**config.mk**
```make
export PLATFORM = sky130hd
export DESIGN_NAME = sliding_window_median_filter_core
export DESIGN_NICKNAME = d
export VERILOG_FILES = /design/src/sv/swmf_pkg.sv /design/src/sv/swmf_window_ram.sv /design/src/sv/sliding_window_median_filter_core.sv
export SDC_FILE = /design/constraint.sdc
export NUM_CORES = 1
export LEC_CHECK = 0
export BUFFER_PORTS_ARGS = -buffer_cell sky130_fd_sc_hd__buf_2
export CORE_ASPECT_RATIO = 0.9
export CORE_MARGIN = 2
export CORE_UTILIZATION = 55
export CTS_CLUSTER_SIZE = 12
export DETAILED_ROUTE_END_ITERATION = 10
export PLACE_DENSITY = 0.76
export SETUP_SLACK_MARGIN = 0.5
export SYNTH_ARGS = -nofsm -noshare
export SYNTH_HDL_FRONTEND = slang
export SYNTH_SLANG_ARGS = --single-unit
```
**constraint.sdc**
```tcl
create_clock -name clk -period 4.6 [get_ports clk]
set_input_delay 0.92 -clock clk [delete_from_list [all_inputs] [get_ports clk]]
set_output_delay 0.92 -clock clk [all_outputs]
set_load 0.02 [all_outputs]
```
**src/sv/swmf_pkg.sv**
```systemverilog
// ----------------------------------------------------------------------------
// swmf_pkg
// shared widths, defaults and reset values for the running median filter
// ----------------------------------------------------------------------------
package swmf_pkg;

	// sample and median width
	localparam int SAMPLE_W = 16;

	// window size register width and reset value
	localparam int WSIZE_W = 5;
	localparam logic [WSIZE_W-1:0] WSIZE_RESET = 5'd3;

	// default store depth
	localparam int MAX_WINDOW_DEF = 16;

endpackage

```
**src/sv/swmf_window_ram.sv**
```systemverilog
// ----------------------------------------------------------------------------
// swmf_window_ram
// sample store, one write port and one read port with registered read data
// ----------------------------------------------------------------------------
module swmf_window_ram
	import swmf_pkg::*;
#(
	parameter int DEPTH = MAX_WINDOW_DEF,
	parameter int AW    = (DEPTH > 1) ? $clog2(DEPTH) : 1
) (
	input  logic                       clk,
	input  logic                       we,
	input  logic [AW-1:0]              waddr,
	input  logic signed [SAMPLE_W-1:0] wdata,
	input  logic [AW-1:0]              raddr,
	output logic signed [SAMPLE_W-1:0] rdata
);

	logic signed [SAMPLE_W-1:0] mem_q [DEPTH];

	always_ff @(posedge clk) begin
		if (we) begin
			mem_q[waddr] <= wdata;
		end
		rdata <= mem_q[raddr];
	end

endmodule

```
**src/sv/sliding_window_median_filter_core.sv**
```systemverilog
// ----------------------------------------------------------------------------
// sliding_window_median_filter_core
// running median over the most recent samples of a signed stream
// ----------------------------------------------------------------------------
// Each accepted sample is appended to a circular store of MAX_WINDOW entries;
// the oldest samples are then dropped until at most window_size remain
// (0 acts as 1, values above MAX_WINDOW saturate), and one median item is
// produced. An even count gives the mean of the two middle values, rounded
// toward zero. The median is found by rank counting: every window entry in
// turn is compared against all entries by one shared signed comparator fed
// from the single read port of the store. The input is stalled until the
// median is stored in the output register; a finished median waits there,
// and the next sample may be accepted while it does. window_size is written
// only while the filter is idle.
// ----------------------------------------------------------------------------
module sliding_window_median_filter_core
	import swmf_pkg::*;
#(
	parameter int MAX_WINDOW = MAX_WINDOW_DEF
) (
	input  logic                       clk,
	input  logic                       arst_n,
	// sample channel
	input  logic                       sample_valid,
	output logic                       sample_stall,
	input  logic signed [SAMPLE_W-1:0] sample,
	// median channel
	output logic                       median_valid,
	input  logic                       median_stall,
	output logic signed [SAMPLE_W-1:0] median,
	// window size register write
	input  logic                       window_size_valid,
	output logic                       window_size_ready,
	input  logic [WSIZE_W-1:0]         window_size
);

	// store address width and sample count width
	localparam int AW = (MAX_WINDOW > 1) ? $clog2(MAX_WINDOW) : 1;
	localparam int CW = $clog2(MAX_WINDOW + 1);
	// common width to compare the register against the store depth
	localparam int LW = (CW > WSIZE_W) ? CW : WSIZE_W;
	localparam logic [CW-1:0] MAX_CNT = CW'(MAX_WINDOW);
	localparam logic [CW:0]   MAX_EXT = (CW+1)'(MAX_WINDOW);

	typedef enum logic [2:0] {
		ST_IDLE,
		ST_CAND,
		ST_LOAD,
		ST_SCAN,
		ST_DONE
	} state_t;

	state_t state_q;

	logic [WSIZE_W-1:0]         wsize_q;
	logic [CW-1:0]              fill_q;
	logic [AW-1:0]              oldest_q;
	logic [CW-1:0]              cand_idx_q;   // candidate under test
	logic [CW-1:0]              scan_idx_q;   // entry whose data is on rdata
	logic [CW-1:0]              less_q;
	logic [CW-1:0]              leq_q;
	logic signed [SAMPLE_W-1:0] cand_q;
	logic signed [SAMPLE_W-1:0] lo_q;
	logic signed [SAMPLE_W-1:0] hi_q;
	logic signed [SAMPLE_W-1:0] median_q;
	logic                       median_valid_q;

	// wrap a sum below twice the depth back into the store
	function automatic logic [AW-1:0] wrap_addr(input logic [CW:0] x);
		logic [CW:0] r;
		r = (x >= MAX_EXT) ? (x - MAX_EXT) : x;
		return r[AW-1:0];
	endfunction

	// ------------------------------------------------------------------
	// window bookkeeping at sample accept
	// ------------------------------------------------------------------
	logic              sample_acc;
	logic [LW-1:0]     wsize_ext;
	logic [CW-1:0]     limit;
	logic              full;
	logic [AW-1:0]     wr_addr;
	logic [CW-1:0]     fill_app;
	logic [AW-1:0]     oldest_app;
	logic [CW-1:0]     drop;
	logic [CW-1:0]     fill_nxt;
	logic [AW-1:0]     oldest_nxt;

	assign sample_acc = sample_valid && !sample_stall;
	assign wsize_ext  = LW'(wsize_q);

	always_comb begin
		// clamp the configured size into 1..MAX_WINDOW
		priority if (wsize_q == '0) begin
			limit = CW'(1);
		end else if (wsize_ext > LW'(MAX_WINDOW)) begin
			limit = MAX_CNT;
		end else begin
			limit = wsize_ext[CW-1:0];
		end

		full = (fill_q == MAX_CNT);
		if (full) begin
			// overwrite the oldest entry
			wr_addr    = oldest_q;
			fill_app   = MAX_CNT;
			oldest_app = wrap_addr((CW+1)'(oldest_q) + (CW+1)'(1));
		end else begin
			wr_addr    = wrap_addr((CW+1)'(oldest_q) + (CW+1)'(fill_q));
			fill_app   = fill_q + CW'(1);
			oldest_app = oldest_q;
		end

		// drop all surplus oldest entries at once
		if (fill_app > limit) begin
			drop       = fill_app - limit;
			fill_nxt   = limit;
			oldest_nxt = wrap_addr((CW+1)'(oldest_app) + (CW+1)'(drop));
		end else begin
			drop       = '0;
			fill_nxt   = fill_app;
			oldest_nxt = oldest_app;
		end
	end

	// ------------------------------------------------------------------
	// store and shared comparator
	// ------------------------------------------------------------------
	logic [CW-1:0]              rd_idx;
	logic [AW-1:0]              rd_addr;
	logic signed [SAMPLE_W-1:0] rd_data;
	logic                       scan_last;
	logic                       lt;
	logic                       le;
	logic [CW-1:0]              less_nxt;
	logic [CW-1:0]              leq_nxt;
	logic [CW-1:0]              rank_lo;
	logic [CW-1:0]              rank_hi;

	assign scan_last = (scan_idx_q == fill_q - CW'(1));

	always_comb begin
		unique case (state_q)
			ST_CAND: rd_idx = cand_idx_q;
			ST_LOAD: rd_idx = '0;
			ST_SCAN: rd_idx = scan_last ? (cand_idx_q + CW'(1)) : (scan_idx_q + CW'(1));
			default: rd_idx = '0;
		endcase
	end

	assign rd_addr = wrap_addr((CW+1)'(oldest_q) + (CW+1)'(rd_idx));

	swmf_window_ram #(
		.DEPTH (MAX_WINDOW),
		.AW    (AW)
	) u_ram (
		.clk   (clk),
		.we    (sample_acc),
		.waddr (wr_addr),
		.wdata (sample),
		.raddr (rd_addr),
		.rdata (rd_data)
	);

	// one signed compare per cycle
	assign lt       = (rd_data < cand_q);
	assign le       = (rd_data <= cand_q);
	assign less_nxt = less_q + CW'(lt);
	assign leq_nxt  = leq_q + CW'(le);

	// ranks of the lower and upper middle entries
	assign rank_lo = (fill_q - CW'(1)) >> 1;
	assign rank_hi = fill_q >> 1;

	// truncated mean of the two middle values
	logic signed [SAMPLE_W:0] mid_sum;
	logic signed [SAMPLE_W:0] mid_adj;
	logic signed [SAMPLE_W:0] mid_half;

	always_comb begin
		mid_sum  = (SAMPLE_W+1)'(lo_q) + (SAMPLE_W+1)'(hi_q);
		// negative odd sums round toward zero
		mid_adj  = mid_sum + (SAMPLE_W+1)'(mid_sum[SAMPLE_W] & mid_sum[0]);
		mid_half = mid_adj >>> 1;
	end

	// ------------------------------------------------------------------
	// sequencer
	// ------------------------------------------------------------------
	always_ff @(posedge clk or negedge arst_n) begin
		if (!arst_n) begin
			state_q        <= ST_IDLE;
			wsize_q        <= WSIZE_RESET;
			fill_q         <= '0;
			oldest_q       <= '0;
			cand_idx_q     <= '0;
			scan_idx_q     <= '0;
			less_q         <= '0;
			leq_q          <= '0;
			median_valid_q <= 1'b0;
		end else begin
			if (window_size_valid && window_size_ready) begin
				wsize_q <= window_size;
			end
			// a finishing median reloads the output register itself
			if (median_valid_q && !median_stall && state_q != ST_DONE) begin
				median_valid_q <= 1'b0;
			end

			unique case (state_q)
				ST_IDLE: begin
					if (sample_acc) begin
						fill_q     <= fill_nxt;
						oldest_q   <= oldest_nxt;
						cand_idx_q <= '0;
						state_q    <= ST_CAND;
					end
				end
				ST_CAND: begin
					// candidate read in flight
					state_q <= ST_LOAD;
				end
				ST_LOAD: begin
					// candidate on rdata, first scan read in flight
					cand_q     <= rd_data;
					scan_idx_q <= '0;
					less_q     <= '0;
					leq_q      <= '0;
					state_q    <= ST_SCAN;
				end
				ST_SCAN: begin
					less_q     <= less_nxt;
					leq_q      <= leq_nxt;
					scan_idx_q <= scan_idx_q + CW'(1);
					if (scan_last) begin
						// candidate holds rank k when less <= k < leq
						if (less_nxt <= rank_lo && rank_lo < leq_nxt) begin
							lo_q <= cand_q;
						end
						if (less_nxt <= rank_hi && rank_hi < leq_nxt) begin
							hi_q <= cand_q;
						end
						cand_idx_q <= cand_idx_q + CW'(1);
						if (cand_idx_q == fill_q - CW'(1)) begin
							state_q <= ST_DONE;
						end else begin
							// next candidate read already issued
							state_q <= ST_LOAD;
						end
					end
				end
				ST_DONE: begin
					if (!median_valid_q || !median_stall) begin
						median_q       <= mid_half[SAMPLE_W-1:0];
						median_valid_q <= 1'b1;
						state_q        <= ST_IDLE;
					end
				end
				default: begin
					state_q <= ST_IDLE;
				end
			endcase
		end
	end

	assign sample_stall      = (state_q != ST_IDLE);
	assign window_size_ready = (state_q == ST_IDLE);
	assign median_valid      = median_valid_q;
	assign median            = median_q;

endmodule
```
# After elaboration in Yosys (flattened, before gate mapping)
# Memory sizes are Yosys's and may differ from the RTL's. A register that Yosys moved wholly into a read port is not among the register bits.
# Cells that the tools add are included.
dict set report word_totals {
  reg_bits 102
  memories 1
  out_inout_bits 19
  input_bits 26
  ram_bits 256
}
# memory depth word_bits rd rd_clocked_by_memory_dff write_ports line_no
set memory_table {}
lappend memory_table {u_ram.mem_q 16 16 1 1 1 swmf_window_ram.sv:19} ;# logic signed [SAMPLE_W-1:0] mem_q [DEPTH];
dict set report op_classes {
  n_eq_ne 11
  n_reduce_logical 22
  order_cmp 12
  n_addsub 17
  n_mux 29
  n_bitwise 1
}
# op count
set ops {}
lappend ops {{5-bit case mux with 2 select lines} 5}
lappend ops {{5-bit 2-to-1 mux} 7}
lappend ops {{4-bit 2-to-1 mux} 7}
lappend ops {{4-bit by 5-bit adder with 6-bit output} 3}
lappend ops {{6-bit by 5-bit greater-or-equal comparator with 1-bit output (second input constant)} 3}
lappend ops {{16-bit by 16-bit adder with 17-bit output} 1}
lappend ops {{17-bit by 1-bit adder with 17-bit output} 1}
lappend ops {{16-bit less-or-equal comparator} 1}
lappend ops {{16-bit less-than comparator} 1}
lappend ops {{4-bit by 1-bit subtractor with 4-bit output (second input constant)} 4}
lappend ops {{5-bit by 1-bit adder with 5-bit output (second input constant)} 3}
lappend ops {{3-bit case mux with 5 select lines} 1}
lappend ops {{3-bit 2-to-1 mux} 4}
lappend ops {{5-bit by 1-bit adder with 5-bit output} 2}
lappend ops {{5-bit equality test} 2}
lappend ops {{5-bit by 4-bit less-or-equal comparator with 1-bit output} 2}
lappend ops {{4-bit by 5-bit less-than comparator with 1-bit output} 2}
lappend ops {{3-bit AND reduction} 3}
lappend ops {{4-bit AND reduction} 2}
lappend ops {{3-bit by 2-bit equality test with 1-bit output (second input constant)} 2}
lappend ops {{1-bit logical AND} 6}
lappend ops {{4-bit by 1-bit adder with 5-bit output (second input constant)} 1}
lappend ops {{5-bit equality test (second input constant)} 1}
lappend ops {{5-bit greater-or-equal comparator (second input constant)} 1}
lappend ops {{other kinds (18)} 27}

# Depth between registers and ports, before layout
dict set report logic_depth {
  ltp_word 8
  mapped_depth 19
  depth_no_buf 19
}

# Modules after synthesis
# Synthesis repeated with hierarchy kept, for this count alone.
dict set report hier_totals {
  hier_cells 1093
  hier_area_um2 16828.6
}
# mod instances area_each_um2 cells_per_inst
set by_module_without_submodules {}
lappend by_module_without_submodules {swmf_window_ram 1 10042.1 432}
lappend by_module_without_submodules {sliding_window_median_filter_core 1 6786.5 661}

# Worst setup path after synthesis
# OpenSTA, ideal clock, no wires.
dict set report synth_timing {
  path_type {register -> register}
  startpoint {register cand_q[1]}
  endpoint {register hi_q[0], enable pin}
  n_path_buf 0
  required_time_ns 4.186
  t_arrival_ns 4.203
  setup_time_ns 0.414
  setup_slack_ns -0.017
  stages_incl_launch_ff 20
  path_cell_list {edfxtp_1 > inv_1 > ha_1 > nor2b_1 > o21a_1 > o21a_1 > o21a_1 > o21a_1 > o21ai_0 > nand3_1 > o21ai_0 > ha_1 > ha_1 > ha_1 > nor2b_1 > o21ai_0 > nand2b_1 > a21oi_1 > a41oi_1 > a211oi_1}
}
dict set report synth_via {
  elab_chain_cells 5
  elab_cells_between_ends 8
  cone_classes {add/sub: 2; order compare: 4; reduce/logical: 2}
}
# item line_no
set synth_lines {}
lappend synth_lines {{start, declared} sliding_window_median_filter_core.sv:62} ;# logic signed [SAMPLE_W-1:0] cand_q;
lappend synth_lines {{start signal, assigned} sliding_window_median_filter_core.sv:225} ;# cand_q <= rd_data;
lappend synth_lines {{16-bit less-than comparator / 16-bit less-or-equal comparator (equally long branches)} {sliding_window_median_filter_core.sv:166, sliding_window_median_filter_core.sv:167}}
lappend synth_lines {{5-bit by 1-bit adder with 5-bit output, on equally long branches} {sliding_window_median_filter_core.sv:168, sliding_window_median_filter_core.sv:169}}
lappend synth_lines {{5-bit by 4-bit less-or-equal comparator with 1-bit output / 4-bit by 5-bit less-than comparator with 1-bit output (equally long branches)} sliding_window_median_filter_core.sv:240} ;# if (less_nxt <= rank_hi && rank_hi < leq_nxt) begin
lappend synth_lines {{1-bit logical AND (*)} sliding_window_median_filter_core.sv:240}
lappend synth_lines {{4-bit AND reduction (no line) (*)} n/a}
lappend synth_lines {{end signal, assigned} sliding_window_median_filter_core.sv:241} ;# hi_q <= cand_q;
lappend synth_lines {{end, declared} sliding_window_median_filter_core.sv:64} ;# logic signed [SAMPLE_W-1:0] hi_q;
# Mark *: on every way between the ends. The rest lies on a longest branch, timed or not.
# A chain may end at the register's enable or synchronous reset.

# Final worst setup path
dict set report layout_timing {
  startpoint {register cand_q[1]}
  endpoint {register lo_q[14], enable pin}
}
dict set report layout_via {
  elab_chain_cells 5
  elab_cells_between_ends 8
  cone_classes {add/sub: 2; order compare: 4; reduce/logical: 2}
}
# item line_no
set layout_lines {}
lappend layout_lines {{16-bit less-than comparator / 16-bit less-or-equal comparator (equally long branches)} {sliding_window_median_filter_core.sv:166, sliding_window_median_filter_core.sv:167}}
lappend layout_lines {{5-bit by 1-bit adder with 5-bit output, on equally long branches} {sliding_window_median_filter_core.sv:168, sliding_window_median_filter_core.sv:169}}
lappend layout_lines {{5-bit by 4-bit less-or-equal comparator with 1-bit output / 4-bit by 5-bit less-than comparator with 1-bit output (equally long branches)} sliding_window_median_filter_core.sv:237} ;# if (less_nxt <= rank_lo && rank_lo < leq_nxt) begin
lappend layout_lines {{1-bit logical AND (*)} sliding_window_median_filter_core.sv:237}
lappend layout_lines {{4-bit AND reduction (no line) (*)} n/a}
lappend layout_lines {{end signal, assigned} sliding_window_median_filter_core.sv:238} ;# lo_q <= cand_q;
lappend layout_lines {{end, declared} sliding_window_median_filter_core.sv:63} ;# logic signed [SAMPLE_W-1:0] lo_q;
# Marks and branches as above.

==> impl_metrics.csv <==
group,metric,value,unit
run_status,outcome,"completed",
timing,hold_violations,0,
critical_path,worst-setup-path-type,"flop to flop",
grt,antenna_found_initial,3,
pwr,p_leak,6.94,nW
logic_synthesis,synth_area,16700,um2
pwr,p_sw,4.92,mW
flow_run,drv_cap,0,
clock_tree,cts_tree,"yes",
critical_path,r2r_slack,560,ps
timing,skew,24.1,ps
critical_path,crit_path_start,"cand_q[1]",
grt,grt_start_max_net_pins,65,
floorplan,die_x,188,um
placed_design,portBuffers,44,
timing,holdWs,341,ps
clock_tree,clk_pin_slew,60,ps
floorplan,die_area,31800,um2
floorplan,core.rowCount,60,
logic_synthesis,synth-edff-count,320,
timing,slew_headroom,0.451,
logic_synthesis,syn_nets,1146,
critical_path,critPathRequiredTime,4840,ps
logic_synthesis,synth_area_per_cell,16.0,um2
timing,setup_viol,0,
logic_synthesis,yosysUniqueCellTypes,69,
logic_synthesis,netlist.area_leader.share,0.574,
timing,fmax,0.247,GHz
grt,grt_pass1_wl,53.9,mm
timing,period_share,0.879,
critical_path,slowest_delay,420,ps
logic_synthesis,synth_area_leaders,"edfxtp_1 57%, mux4_2 10%, dfrtp_1 5.4%",
timing,min_period,4040,ps
timing,setup-tns-final,0,ps
pwr,power.total,14.5,mW
layout,fillers,2080,
detailed_routing,dr.pass1.iters,5,
placed_design,place_congestion,0.835,
pwr,p_sw_frac,0.338,
floorplan,fp.coreArea,30000,um2
floorplan,pin_count,45,
logic_synthesis,synth_seq_cells,374,
logic_synthesis,yosys.area.top_type,"edfxtp_1",
timing,final_max_slew_viol_count,0,
detailed_routing,drc,0,
layout,instances_no_fill,1578,
timing,rsz0062_at_grt,"yes",
critical_path,crit_end,"lo_q[14]",
clock_tree,cts_max_level,2,
pwr,p_per_area,756,nW/um2
placed_design,dp_cells,1486,
pwr,intPower,9.63,mW
critical_path,path_max_fanout,8,
min_path,holdCritPathClass,"input port to asynchronous set/reset pin",
clock_tree,hold_buffers,0,
pwr,vdd_ir_drop_max,0.000886,V
logic_synthesis,synth_warnings,0,
critical_path,ff2ff_path_depth,19,
logic_synthesis,synth_cells,1046,
critical_path,cp_slowest_cell,"edfxtp_1",
grt,grt_pass1_vias,9235,
pwr,seqPwrFrac,0.294,
logic_synthesis,yosys-top-cells-count,"320 x edfxtp_1, 74 x mux4_2, 69 x ha_1",
clock_tree,clk_path_buf_depth,3,
clock_tree,root_buffer,"clkbuf_16",
layout,area_delta_synth_final,14.9,%
critical_path,cp.arrival,4280,ps
detailed_routing,postRouteAntennaNets,0,
critical_path,r2r_end,"lo_q[14]",
detailed_routing,vias,9281,
grt,track_usage,0.225,
clock_tree,insertion_delay,550,ps
critical_path,critPathCaptureType,"flop",
critical_path,cp_cell_sequence,"inv_2 -> ha_4 -> nor2b_1 -> o21a_1 -> o21a_1 -> o21a_1 -> o21a_1 -> o21ai_1 -> nand3_1 -> o211ai_1 -> ha_2 -> buf_6 -> nand3_4 -> xor2_2 -> ha_1 -> and3_1 -> o21a_1 -> nor3_4 -> buf_6",
logic_synthesis,async_flop_share,0.102,
critical_path,startpoint_type,"flop",
critical_path,cpMostUsedCell,"o21a_1",
clock_tree,cts_sinks,374,
placed_design,hpwl,20.1,mm
critical_path,r2r-start,"cand_q[1]",
layout,nNetsFinal,1241,
logic_synthesis,yosysMostFrequentCell,"edfxtp_1",
grt,overflow,0,
logic_synthesis,synth-main-ff-cell,"edfxtp_1",
layout,drive_gt1_frac,0.239,
timing,tightest_slew,814,ps
logic_synthesis,ys_seq_area_frac,0.650,
clock_tree,cts_buffers,40,
floorplan,start_util,0.559,
detailed_routing,drt_iter0_markers,689,
detailed_routing,viasPerCell,5.88,
pwr,power_frac_comb,0.502,
detailed_routing,wl_per_cell,22.3,um
floorplan,die_h,169,um
pwr,clockPowerShare,0.204,
detailed_routing,totalWireLength,35.2,mm
## through the flow
step           cell area [um2]   util  setup slack [ps]
6_report                 19200  0.642               558
5_1_grt                  19200  0.642               394
4_1_cts                  19100  0.636               511
3_5_place_dp             17600  0.589             -20.2
3_3_place_gp             17600  0.589               162
2_1_floorplan            16800      -               503
## sequential cells by signal (all words and copies together), names as in the netlist
name / cells
u_ram.mem_q: 256
lo_q: 16
less_q: 5
hi_q: 16
wsize_ext: 5
median: 16
u_ram.rdata: 16
cand_q: 16
oldest_q: 4
fill_q: 5
state_q: 3
median_valid: 1
leq_q: 5
cand_idx_q: 5
scan_idx_q: 5
## power groups by stage
stage	clock, mW	sequential (mW)	combinational [mW]
detailed placement	0	4.32	6.29
finish	2.97	4.28	7.30
CTS	3.03	4.25	7.08
global route	3.14	4.30	7.85
global placement	0	4.31	6.14
floorplan	0	4.22	5.06
## routing by layer
layer  up-vias  GRT usage  part of all wire
li1       4243          -                 -
met1      4679      0.305              0.41
met2       298      0.384              0.51
met3        61     0.0364             0.062
met4         0     0.0620             0.020
met5         -          0                 0
## timing repair
action                                  CTS  global route
gates cloned                              3             2
buffers inserted                          7             4
gates resized for setup                   9            32
endpoints found under the setup margin   48            48
pin swaps                                 4            18
## worst max-delay path: cells and delay by family (launching register included)
family	cells	cell delay (ps)
compound gates	7	1230
xor+xnor	1	190
fa+ha+maj	3	770
buf+inv	3	390
flops	1	420
simple gates	5	750
## cells in the final DEF (no fill, tap or decap), types with 7 or more instances in the layout
master     count
dfxtp_1       15
and4_1         7
a21oi_1       23
xor2_1        27
nand4_1        7
nand2_1       62
dfrtp_1       36
o21a_1         8
inv_1         45
nand3_1       19
mux4_2        75
xnor2_1       29
o21ai_0       36
clkbuf_1      20
buf_2         44
nand2b_1      12
and3_1         7
nor2_2        16
nor3_1        19
a21o_1        12
buf_4         34
nor2_1        39
clkbuf_16     41
ha_1          60
edfxtp_1     320
## cells by family (layout without fill, tap and decap cells)
family	count (synthesis)	in the layout	synth area share
buffers and inverters	89	216	0.0218
muxes	92	92	0.117
AOI/OAI and AO/OA	131	131	0.0505
xor gates and xnor gates	63	63	0.0362
and+or+nand+nor	222	222	0.0665
adders and majority gates	75	75	0.0582
other	0	2	0
DFF	374	374	0.650
## how the worst min path moves through the flow
stage / cells after the start / slack (ps) / endpoint / start
floorplan: 0 / 410 / cand_q[0] / u_ram.rdata[0]
global placement: 0 / 420 / cand_q[5] / u_ram.rdata[5]
detailed placement: 0 / 430 / cand_q[7] / u_ram.rdata[7]
CTS: 1 / 340 / cand_idx_q[0] / arst_n
global route: 1 / 360 / cand_idx_q[1] / arst_n
finish: 1 / 340 / cand_idx_q[0] / arst_n
## area by class of cell
cell class / instances / area [um2] / area share
Clock inverter: 12 / 126 / 0.00657
Clock buffer: 62 / 1100 / 0.0574
Multi-Input combinational cell: 583 / 5680 / 0.295
Timing Repair Buffer: 93 / 751 / 0.0390
Tap cell: 403 / 504 / 0.0262
Antenna cell: 2 / 5.00 / 0.000260
Inverter: 49 / 184 / 0.00956
Sequential cell: 374 / 10900 / 0.566
Power figures use the tool's default switching activity.
